$ cat src/hdl/cdoa_pkg.sv
// Shared types, constants and calendar helpers of the calendar date offset adder.
// Used by cdoa_ctrl, cdoa_datapath and calendar_date_offset_adder; no dependencies.
`default_nettype none

package cdoa_pkg;

   typedef enum logic [1:0] {
      CMD_ADD_DAYS   = 2'd0,
      CMD_ADD_MONTHS = 2'd1,
      CMD_ADD_YEARS  = 2'd2,
      CMD_NOP        = 2'd3
   } cmd_code_type;

   typedef struct packed {
      cmd_code_type       cmd;
      logic [13:0]        in_year;
      logic [3:0]         in_month;
      logic [4:0]         in_day;
      logic signed [15:0] amount;
   } req_type;

   typedef struct packed {
      logic [13:0] out_year;
      logic [3:0]  out_month;
      logic [4:0]  out_day;
      logic [15:0] epoch_days;
      logic        range_error;
   } rsp_type;

   typedef struct packed {
      logic load;
      logic day_step;
      logic div_step;
      logic div_apply;
      logic year_add;
      logic fix;
      logic store;
   } ctl_cmd_type;

   typedef struct packed {
      cmd_code_type cmd;
      logic         day_fit;
   } ctl_status_type;

   localparam int YEAR_W    = 18;
   localparam int CNT_W     = 17;
   localparam int DIV_BITS  = 17;
   localparam int QUO_W     = 13;
   localparam int DIV_SHIFT = 19;

   localparam logic [3:0]               MONTHS     = 4'd12;
   localparam logic [DIV_BITS-1:0]      DIV_OFFSET = 17'd32772;  // 12 * DIV_BIAS
   localparam logic [15:0]              DIV_RECIP  = 16'd43691;  // ceil(2^19 / 12)
   localparam logic signed [YEAR_W-1:0] DIV_BIAS   = 18'sd2731;
   localparam logic signed [YEAR_W-1:0] EPOCH_YEAR = 18'sd1970;
   localparam logic signed [YEAR_W-1:0] YEAR_LIMIT = 18'sd9999;
   localparam logic [15:0]              EPOCH_LEAP = 16'd493;    // leap days before 1970
   localparam logic [15:0]              YEAR_DAYS  = 16'd365;

   function automatic logic [4:0] month_len(input logic leap, input logic [3:0] m);
      logic [4:0] len;
      case (m) inside
         4'd2:                      len = leap ? 5'd29 : 5'd28;
         4'd4, 4'd6, 4'd9, 4'd11:   len = 5'd30;
         default:                   len = 5'd31;
      endcase
      return len;
   endfunction

   function automatic logic [8:0] days_before(input logic leap, input logic [3:0] m);
      logic [8:0] cum;
      case (m)
         4'd1:    cum = 9'd0;
         4'd2:    cum = 9'd31;
         4'd3:    cum = 9'd59;
         4'd4:    cum = 9'd90;
         4'd5:    cum = 9'd120;
         4'd6:    cum = 9'd151;
         4'd7:    cum = 9'd181;
         4'd8:    cum = 9'd212;
         4'd9:    cum = 9'd243;
         4'd10:   cum = 9'd273;
         4'd11:   cum = 9'd304;
         4'd12:   cum = 9'd334;
         default: cum = 9'd0;
      endcase
      if (leap && m > 4'd2) begin
         cum = cum + 9'd1;
      end
      return cum;
   endfunction

endpackage

`default_nettype wire

$ cat src/hdl/calendar_date_offset_adder.sv
// Top level of the calendar date offset adder: controller plus datapath.
// Uses cdoa_pkg, cdoa_ctrl and cdoa_datapath.
//
// Adds a signed count of days, months or years to a date (leap year every fourth
// year) and returns the new date, its day count since 1970-01-01 modulo 65536 and
// a flag for a year outside 0..9999. One request is worked at a time. Adding days
// walks the calendar one month per cycle until the count fits the month. Adding
// months divides by twelve with a reciprocal multiply, then moves a day past the
// new month's end to the first of the next; years are added and the day fixed
// alike, and an unused cmd returns the loaded date. A finished request waits
// further while the previous result is still held by rsp_ready low. The result
// register lets a new request be taken while the last result waits on rsp_ready.
`default_nettype none

module calendar_date_offset_adder (
   input  wire                clock,
   input  wire                reset,
   input  wire                req_valid,
   output logic               req_ready,
   input  cdoa_pkg::req_type  req_payload,
   output logic               rsp_valid,
   input  wire                rsp_ready,
   output cdoa_pkg::rsp_type  rsp_payload
);
   import cdoa_pkg::*;

   ctl_cmd_type    ctl;
   ctl_status_type status;

   cdoa_ctrl u_ctrl (
      .clock     (clock),
      .reset     (reset),
      .req_valid (req_valid),
      .req_ready (req_ready),
      .rsp_valid (rsp_valid),
      .rsp_ready (rsp_ready),
      .status    (status),
      .ctl       (ctl)
   );

   cdoa_datapath u_datapath (
      .clock       (clock),
      .req_payload (req_payload),
      .ctl         (ctl),
      .status      (status),
      .rsp_payload (rsp_payload)
   );

endmodule

`default_nettype wire

$ cat src/hdl/cdoa_datapath.sv
// Datapath of the calendar date offset adder: date registers, month stepper,
// reciprocal divide by twelve, epoch day count and result register. Uses cdoa_pkg.
`default_nettype none

module cdoa_datapath (
   input  wire                      clock,
   input  cdoa_pkg::req_type        req_payload,
   input  cdoa_pkg::ctl_cmd_type    ctl,
   output cdoa_pkg::ctl_status_type status,
   output cdoa_pkg::rsp_type        rsp_payload
);
   import cdoa_pkg::*;

   cmd_code_type              cmd_ff, cmd_in;
   logic signed [YEAR_W-1:0]  year_ff, year_in;
   logic [3:0]                month_ff, month_in;
   logic [4:0]                day_ff, day_in;
   logic signed [CNT_W-1:0]   cnt_ff, cnt_in;
   logic [DIV_BITS-1:0]       num_ff, num_in;
   logic [QUO_W-1:0]          quo_ff, quo_in;
   rsp_type                   rsp_ff, rsp_in;

   logic [3:0]               ld_month;
   logic [4:0]               ld_len;
   logic [4:0]               ld_day;
   logic [4:0]               len_cur;
   logic signed [YEAR_W-1:0] day_ext, cnt_ext, len_ext, sum;
   logic                     fit;
   logic [3:0]               prev_month;
   logic signed [YEAR_W-1:0] prev_year;
   logic [31:0]              div_prod;
   logic [3:0]               div_rem;
   logic [15:0]              ep_dy, ep_mul, ep_quarter;
   logic signed [YEAR_W-1:0] quarter;
   logic [8:0]               ep_cum;

   always_comb begin
      ld_month = (req_payload.in_month == 4'd0) ? 4'd1 :
                 (req_payload.in_month > MONTHS) ? MONTHS : req_payload.in_month;
      ld_len   = month_len(req_payload.in_year[1:0] == 2'd0, ld_month);
      ld_day   = (req_payload.in_day == 5'd0) ? 5'd1 :
                 (req_payload.in_day > ld_len) ? ld_len : req_payload.in_day;

      len_cur = month_len(year_ff[1:0] == 2'd0, month_ff);
      day_ext = {13'd0, day_ff};
      len_ext = {13'd0, len_cur};
      cnt_ext = {cnt_ff[CNT_W-1], cnt_ff};
      sum     = day_ext + cnt_ext;
      fit     = cnt_ff[CNT_W-1] ? (sum >= 18'sd1) : (sum <= len_ext);

      prev_month = (month_ff == 4'd1) ? MONTHS : month_ff - 4'd1;
      prev_year  = (month_ff == 4'd1) ? year_ff - 18'sd1 : year_ff;

      // quotient by reciprocal multiply, remainder from the low bits of num - 12 * quo
      div_prod = 32'(num_ff) * 32'(DIV_RECIP);
      div_rem  = num_ff[3:0] - {quo_ff[0], 3'b000} - {quo_ff[1:0], 2'b00};

      ep_dy      = 16'(year_ff - EPOCH_YEAR);
      ep_mul     = 16'(ep_dy * YEAR_DAYS);
      quarter    = (year_ff + 18'sd3) >>> 2;
      ep_quarter = quarter[15:0];
      ep_cum     = days_before(year_ff[1:0] == 2'd0, month_ff);

      cmd_in   = cmd_ff;
      year_in  = year_ff;
      month_in = month_ff;
      day_in   = day_ff;
      cnt_in   = cnt_ff;
      num_in   = num_ff;
      quo_in   = quo_ff;
      rsp_in   = rsp_ff;

      if (ctl.load) begin
         cmd_in   = req_payload.cmd;
         year_in  = {4'd0, req_payload.in_year};
         month_in = ld_month;
         day_in   = ld_day;
         cnt_in   = {req_payload.amount[15], req_payload.amount};
         num_in   = DIV_OFFSET + {req_payload.amount[15], req_payload.amount}
                    + {13'd0, ld_month - 4'd1};
      end

      if (ctl.day_step) begin
         if (fit) begin
            day_in = sum[4:0];
            cnt_in = '0;
         end else if (!cnt_ff[CNT_W-1]) begin
            cnt_in = cnt_ff - CNT_W'(len_cur) + CNT_W'(day_ff) - 17'sd1;
            day_in = 5'd1;
            if (month_ff == MONTHS) begin
               month_in = 4'd1;
               year_in  = year_ff + 18'sd1;
            end else begin
               month_in = month_ff + 4'd1;
            end
         end else begin
            cnt_in   = cnt_ff + CNT_W'(day_ff);
            month_in = prev_month;
            year_in  = prev_year;
            day_in   = month_len(prev_year[1:0] == 2'd0, prev_month);
         end
      end

      if (ctl.div_step) begin
         quo_in = div_prod[DIV_SHIFT +: QUO_W];
      end

      if (ctl.div_apply) begin
         year_in  = year_ff + YEAR_W'(quo_ff) - DIV_BIAS;
         month_in = div_rem + 4'd1;
      end

      if (ctl.year_add) begin
         year_in = year_ff + {cnt_ff[CNT_W-1], cnt_ff};
      end

      if (ctl.fix) begin
         if (day_ff > len_cur) begin
            day_in = 5'd1;
            if (month_ff == MONTHS) begin
               month_in = 4'd1;
               year_in  = year_ff + 18'sd1;
            end else begin
               month_in = month_ff + 4'd1;
            end
         end
      end

      if (ctl.store) begin
         rsp_in.out_year    = year_ff[13:0];
         rsp_in.out_month   = month_ff;
         rsp_in.out_day     = day_ff;
         rsp_in.epoch_days  = ep_mul + ep_quarter - EPOCH_LEAP + 16'(ep_cum)
                              + 16'(day_ff) - 16'd1;
         rsp_in.range_error = year_ff[YEAR_W-1] || (year_ff > YEAR_LIMIT);
      end
   end

   always_ff @(posedge clock) begin
      cmd_ff   <= cmd_in;
      year_ff  <= year_in;
      month_ff <= month_in;
      day_ff   <= day_in;
      cnt_ff   <= cnt_in;
      num_ff   <= num_in;
      quo_ff   <= quo_in;
      rsp_ff   <= rsp_in;
   end

   assign status.cmd     = cmd_ff;
   assign status.day_fit = fit;
   assign rsp_payload    = rsp_ff;

endmodule

`default_nettype wire

$ cat src/hdl/cdoa_ctrl.sv
// Controller of the calendar date offset adder: sequences one request through
// the datapath and owns both handshakes. Uses cdoa_pkg.
`default_nettype none

module cdoa_ctrl (
   input  wire                      clock,
   input  wire                      reset,
   input  wire                      req_valid,
   output logic                     req_ready,
   output logic                     rsp_valid,
   input  wire                      rsp_ready,
   input  cdoa_pkg::ctl_status_type status,
   output cdoa_pkg::ctl_cmd_type    ctl
);
   import cdoa_pkg::*;

   typedef enum logic [2:0] {
      ST_IDLE,
      ST_SETUP,
      ST_DAYS,
      ST_DIV,
      ST_APPLY,
      ST_FIX,
      ST_DONE
   } state_type;

   state_type            state_ff, state_in;
   logic                 rsp_valid_ff, rsp_valid_in;
   logic                 out_free;

   always_comb begin
      out_free     = !rsp_valid_ff || rsp_ready;
      ctl          = '0;
      state_in     = state_ff;
      rsp_valid_in = rsp_valid_ff && !rsp_ready;

      case (state_ff)
         ST_IDLE: begin
            if (req_valid) begin
               ctl.load = 1'b1;
               state_in = ST_SETUP;
            end
         end
         ST_SETUP: begin
            case (status.cmd)
               CMD_ADD_DAYS:   state_in = ST_DAYS;
               CMD_ADD_MONTHS: state_in = ST_DIV;
               CMD_ADD_YEARS: begin
                  ctl.year_add = 1'b1;
                  state_in     = ST_FIX;
               end
               default:        state_in = ST_DONE;
            endcase
         end
         ST_DAYS: begin
            ctl.day_step = 1'b1;
            if (status.day_fit) begin
               state_in = ST_DONE;
            end
         end
         ST_DIV: begin
            ctl.div_step = 1'b1;
            state_in     = ST_APPLY;
         end
         ST_APPLY: begin
            ctl.div_apply = 1'b1;
            state_in      = ST_FIX;
         end
         ST_FIX: begin
            ctl.fix  = 1'b1;
            state_in = ST_DONE;
         end
         ST_DONE: begin
            if (out_free) begin
               ctl.store    = 1'b1;
               rsp_valid_in = 1'b1;
               state_in     = ST_IDLE;
            end
         end
         default: state_in = ST_IDLE;
      endcase
   end

   always_ff @(posedge clock) begin
      if (reset) begin
         state_ff     <= ST_IDLE;
         rsp_valid_ff <= 1'b0;
      end else begin
         state_ff     <= state_in;
         rsp_valid_ff <= rsp_valid_in;
      end
   end

   assign req_ready = (state_ff == ST_IDLE);
   assign rsp_valid = rsp_valid_ff;

endmodule

`default_nettype wire
$ cat config.mk
export PLATFORM = sky130hd
export DESIGN_NAME = calendar_date_offset_adder
export DESIGN_NICKNAME = d
export VERILOG_FILES = /design/src/hdl/cdoa_pkg.sv /design/src/hdl/calendar_date_offset_adder.sv /design/src/hdl/cdoa_datapath.sv /design/src/hdl/cdoa_ctrl.sv
export SDC_FILE = /design/constraint.sdc
export NUM_CORES = 1
export LEC_CHECK = 0
export BUFFER_PORTS_ARGS = -buffer_cell sky130_fd_sc_hd__buf_2
export CAP_MARGIN = 20
export CORE_UTILIZATION = 50
export CTS_BUF_LIST = sky130_fd_sc_hd__clkbuf_4 sky130_fd_sc_hd__clkbuf_8 sky130_fd_sc_hd__clkbuf_16
export CTS_CLUSTER_DIAMETER = 60
export DETAILED_ROUTE_END_ITERATION = 10
export GPL_TIMING_DRIVEN = 0
export PLACE_DENSITY = 0.72
export SETUP_SLACK_MARGIN = 0.15
export SLEW_MARGIN = 5
export SYNTH_ARGS = -nofsm -noshare
export SYNTH_HDL_FRONTEND = slang
export SYNTH_SLANG_ARGS = --single-unit
$ cat constraint.sdc
create_clock -name clock -period 7.45 [get_ports clock]
set_clock_uncertainty 0.05 [all_clocks]
set_input_delay 1.1175 -clock clock [delete_from_list [all_inputs] [get_ports clock]]
set_output_delay 1.1175 -clock clock [all_outputs]
set_load 0.05 [all_outputs]
==> summary.txt <==
Status
  – Status: completed

Worst setup path
  – Worst-path fanout max: 10
  – Setup CP Type: reg2reg
  – CP Data Arrival Time: 7120 ps
  – Crit path largest cell delay: 650 ps
  – R2R depth: 23
  – Required @ worst endpoint: 7610 ps
  – Worst path cell trace: buf_1, nand3b_1, nor2_1, xnor2_1, fa_1, fa_1, inv_1, fa_1, inv_1, fa_1, fa_1, inv_1, ha_1, a21o_1, a21oi_1, o21bai_1, a21oi_2, o21bai_1, a21oi_2, o21bai_1, a2111oi_2, nor3_1, xor2_1
  – CP dominant cell by count: fa_1
  – Register-to-register setup slack: 490 ps
  – Critical R2R Launch: u_datapath.year_ff[3]$_DFF_P_
  – Worst path slowest cell: dfxtp_1
  – CP endpoint kind: flop
  – End of the worst register-to-register path: u_datapath.rsp_payload[15]$_DFFE_PP_
  – CP Launch Type: flop

GRT
  – GRT Total Usage: 28.4%
  – GR Overflow Total: 0
  – Initial antenna violation count: 0
  – Largest net degree at the start of global routing: 29
  – First-pass GRT wire length: 83,600 µm
  – Vias in the first global route: 15,900

Synth
  – Largest family of logic cells by synthesized area: adder cells
  – Synthesized area: 0.0188 mm²
  – Ys flop type: edfxtp_1
  – Count of cell types in the netlist: 80
  – Synthesized net count: 2,607
  – Largest cells by area after synthesis: ha_1 (22%), fa_1 (17%), edfxtp_1 (14%), inv_1 (7.2%), xnor2_1 (6.6%)
  – Simple-Gate Fraction of Synth Area: 10.7%
  – Most numerous cell in the Yosys netlist: inv_1
  – Post-synthesis mux area share: 1.10%
  – Synth Register Bits: 129
  – Largest area contributor in the netlist: ha_1
  – Sequential area share after synthesis: 18.4%
  – Top post-synthesis cells by count: inv_1 (363), ha_1 (327), fa_1 (160), xnor2_1 (141), nor2_1 (129)
  – Ys Warns: 0
  – Synth Instances: 2,075
  – Syn Area/Cell: 9.08 µm²
  – Adder-Cell Fraction of Synth Area: 38.7%
  – Synth top area share: 21.7%
  – EDFF count, synth: 89
  – Synth Area in Compound Gates: 13.7%
  – Asr flop ratio synth: 0%
  – XOR/XNOR Fraction of Synth Area: 8.60%

Worst hold path
  – WHS Endpoint: u_datapath.rsp_payload[24]$_DFFE_PP_
  – Min-Delay Path Class: reg2reg
  – Hold path start: u_datapath.month_ff[2]$_DFF_P_
  – Hold Path Depth: 0

Place
  – Final HPWL from detailed placement: 43,200 µm
  – Gpl congestion: 0.945
  – Port bufs: 85

Timing
  – Worst-margin pin slew: 1090 ps
  – Hold slack: 422 ps
  – Final Hold Viols: 0
  – RSZ-0062 raised after global routing: false
  – Min cycle time layout: 6960 ps
  – Final slew viol count: 0
  – Part of the cycle the worst path needs: 93.5%
  – Final setup TNS: 0 ps
  – FMAX: 0.144 GHz
  – Max-slew headroom: 26.8%
  – Final setup fails: 0

Clock network
  – Clk root buf: clkbuf_16
  – Num CTS Buffers: 17
  – H-tree levels: 4
  – Clock slew at reported path FFs: 70 ps
  – Clk sinks: 129
  – Clock Latency Late Sink: 460 ps
  – Hold Buf Count CTS: 0
  – CTS Buffer Depth: 2
  – CTS tree: built

Die
  – Die W: 196 µm
  – Initial Utilization: 51.1%
  – Die H: 196 µm
  – Die area: 0.0385 mm²
  – CORE AREA: 0.0369 mm²
  – Rows: 70
  – I/O pin count: 87

Flow run
  – Maxcap violations: 0

Detailed routing
  – Total wire length: 52,900 µm
  – Via-to-Cell Ratio: 5.71
  – DRT antenna net count: 0
  – Vias: 15,400
  – Mean routed wirelength per cell: 19.6 µm
  – DRT Pass-1 Iters: 6
  – Drt drc: 0
  – Starting DRT DRC Count: 1,188

Cells and area
  – Share of layout cells above drive strength 1: 7.73%
  – Area growth from synthesis to layout: 9.45%
  – # diodes: 0
  – Filler Cell Count: 3,293
  – Nets@finish: 2,718
## worst max path at each step
stage | startpoint | endpoint | slack, ps | cells past startpoint
floorplan | u_datapath.month_ff[0]$_DFF_P_ | u_datapath.rsp_payload[15]$_DFFE_PP_ | 900 | 27
global placement | u_datapath.year_ff[1]$_DFF_P_ | u_datapath.rsp_payload[16]$_DFFE_PP_ | -210 | 23
detailed placement | u_datapath.year_ff[1]$_DFF_P_ | u_datapath.rsp_payload[16]$_DFFE_PP_ | -260 | 23
CTS | u_datapath.month_ff[0]$_DFF_P_ | u_datapath.rsp_payload[16]$_DFFE_PP_ | 250 | 26
global route | u_datapath.year_ff[2]$_DFF_P_ | u_datapath.rsp_payload[15]$_DFFE_PP_ | 120 | 23
finish | u_datapath.year_ff[3]$_DFF_P_ | u_datapath.rsp_payload[15]$_DFFE_PP_ | 490 | 23
## registers in the layout, summed over array words and instances, names as in the netlist, named ones only
signal / count
u_ctrl.rsp_valid: 1
u_ctrl.state_ff: 3
u_datapath.cmd_ff: 2
u_datapath.cnt_ff: 17
u_datapath.day_ff: 5
u_datapath.month_ff: 4
u_datapath.num_ff: 17
u_datapath.quo_ff: 13
u_datapath.rsp_payload: 40
u_datapath.year_ff: 18
## metrics by stage
stage          worst slack, ps  std cells  utilization (%)  cell area, µm²
2_1_floorplan              901       2075                -           18800
3_3_place_gp              -215       2664             53.9           19900
3_5_place_dp              -259       2668             54.1           19900
4_1_cts                    254       2703             55.8           20600
5_1_grt                    121       2703             55.9           20600
6_report                   486       2703             55.9           20600
## area by class of cell
type | count | area (µm²) | area share [%]
Buffer | 63 | 272 | 1.32
Clock buffer | 18 | 439 | 2.13
Clock inverter | 14 | 154 | 0.746
Inverter | 366 | 1380 | 6.68
Multi-Input combinational cell | 1517 | 13800 | 66.8
Sequential cell | 129 | 3480 | 16.9
Tap cell | 504 | 631 | 3.06
Timing Repair Buffer | 92 | 485 | 2.35
## cell families (layout without fill, tap and decap cells)
group                      Yosys count  in the layout
xor gates and xnor gates           185            185
buffers and inverters              429            553
and+or+nand+nor                    427            427
muxes                               20             20
adders and majority gates          487            487
DFF                                129            129
AOI/OAI and AO/OA                  398            398
## placed cells by master (no fill, tap or decap), drive strengths merged, types with 10 or more instances in the layout
cell / instances
a211oi: 12
a21o: 21
a21oi: 116
a31oi: 19
and2: 11
buf: 111
clkbuf: 62
clkinv: 10
dfxtp: 40
edfxtp: 89
fa: 160
ha: 327
inv: 366
mux2i: 14
nand2: 114
nand2b: 13
nand3: 48
nand4: 17
nor2: 130
nor3: 36
o211ai: 10
o21ai: 96
o21bai: 13
o221ai: 10
xnor2: 141
xor2: 44
## worst max-delay path: cells and delay by family (launching register included)
family / cells / cell delay [ps]
XOR/XNOR: 2 / 350
AND/OR/NAND/NOR: 3 / 590
adder cells (fa/ha/maj): 6 / 2910
AO/OA/AOI/OAI: 8 / 1530
flip-flops: 1 / 650
buffers and inverters: 4 / 640
## metal layers
metal  track usage [%]  share of wire [%]  vias to the layer above
li1                  -                  -                     7293
met1              38.2                 45                     7477
met2              45.4                 44                      557
met3              5.23                7.3                      110
met4              10.5                3.4                        0
met5                 0                  0                        -
## repair_timing
| item | in CTS | in global routing |
|---|---|---|
| pin swaps | 0 | 0 |
| endpoints found under the setup margin | 3 | 2 |
| resized for setup | 6 | 13 |
| setup buffers | 3 | 0 |
| gates cloned | 0 | 0 |
Power is left out: the tool's default activity adds up to more than one toggle a clock period on the data nets, which glitch-free logic cannot reach.
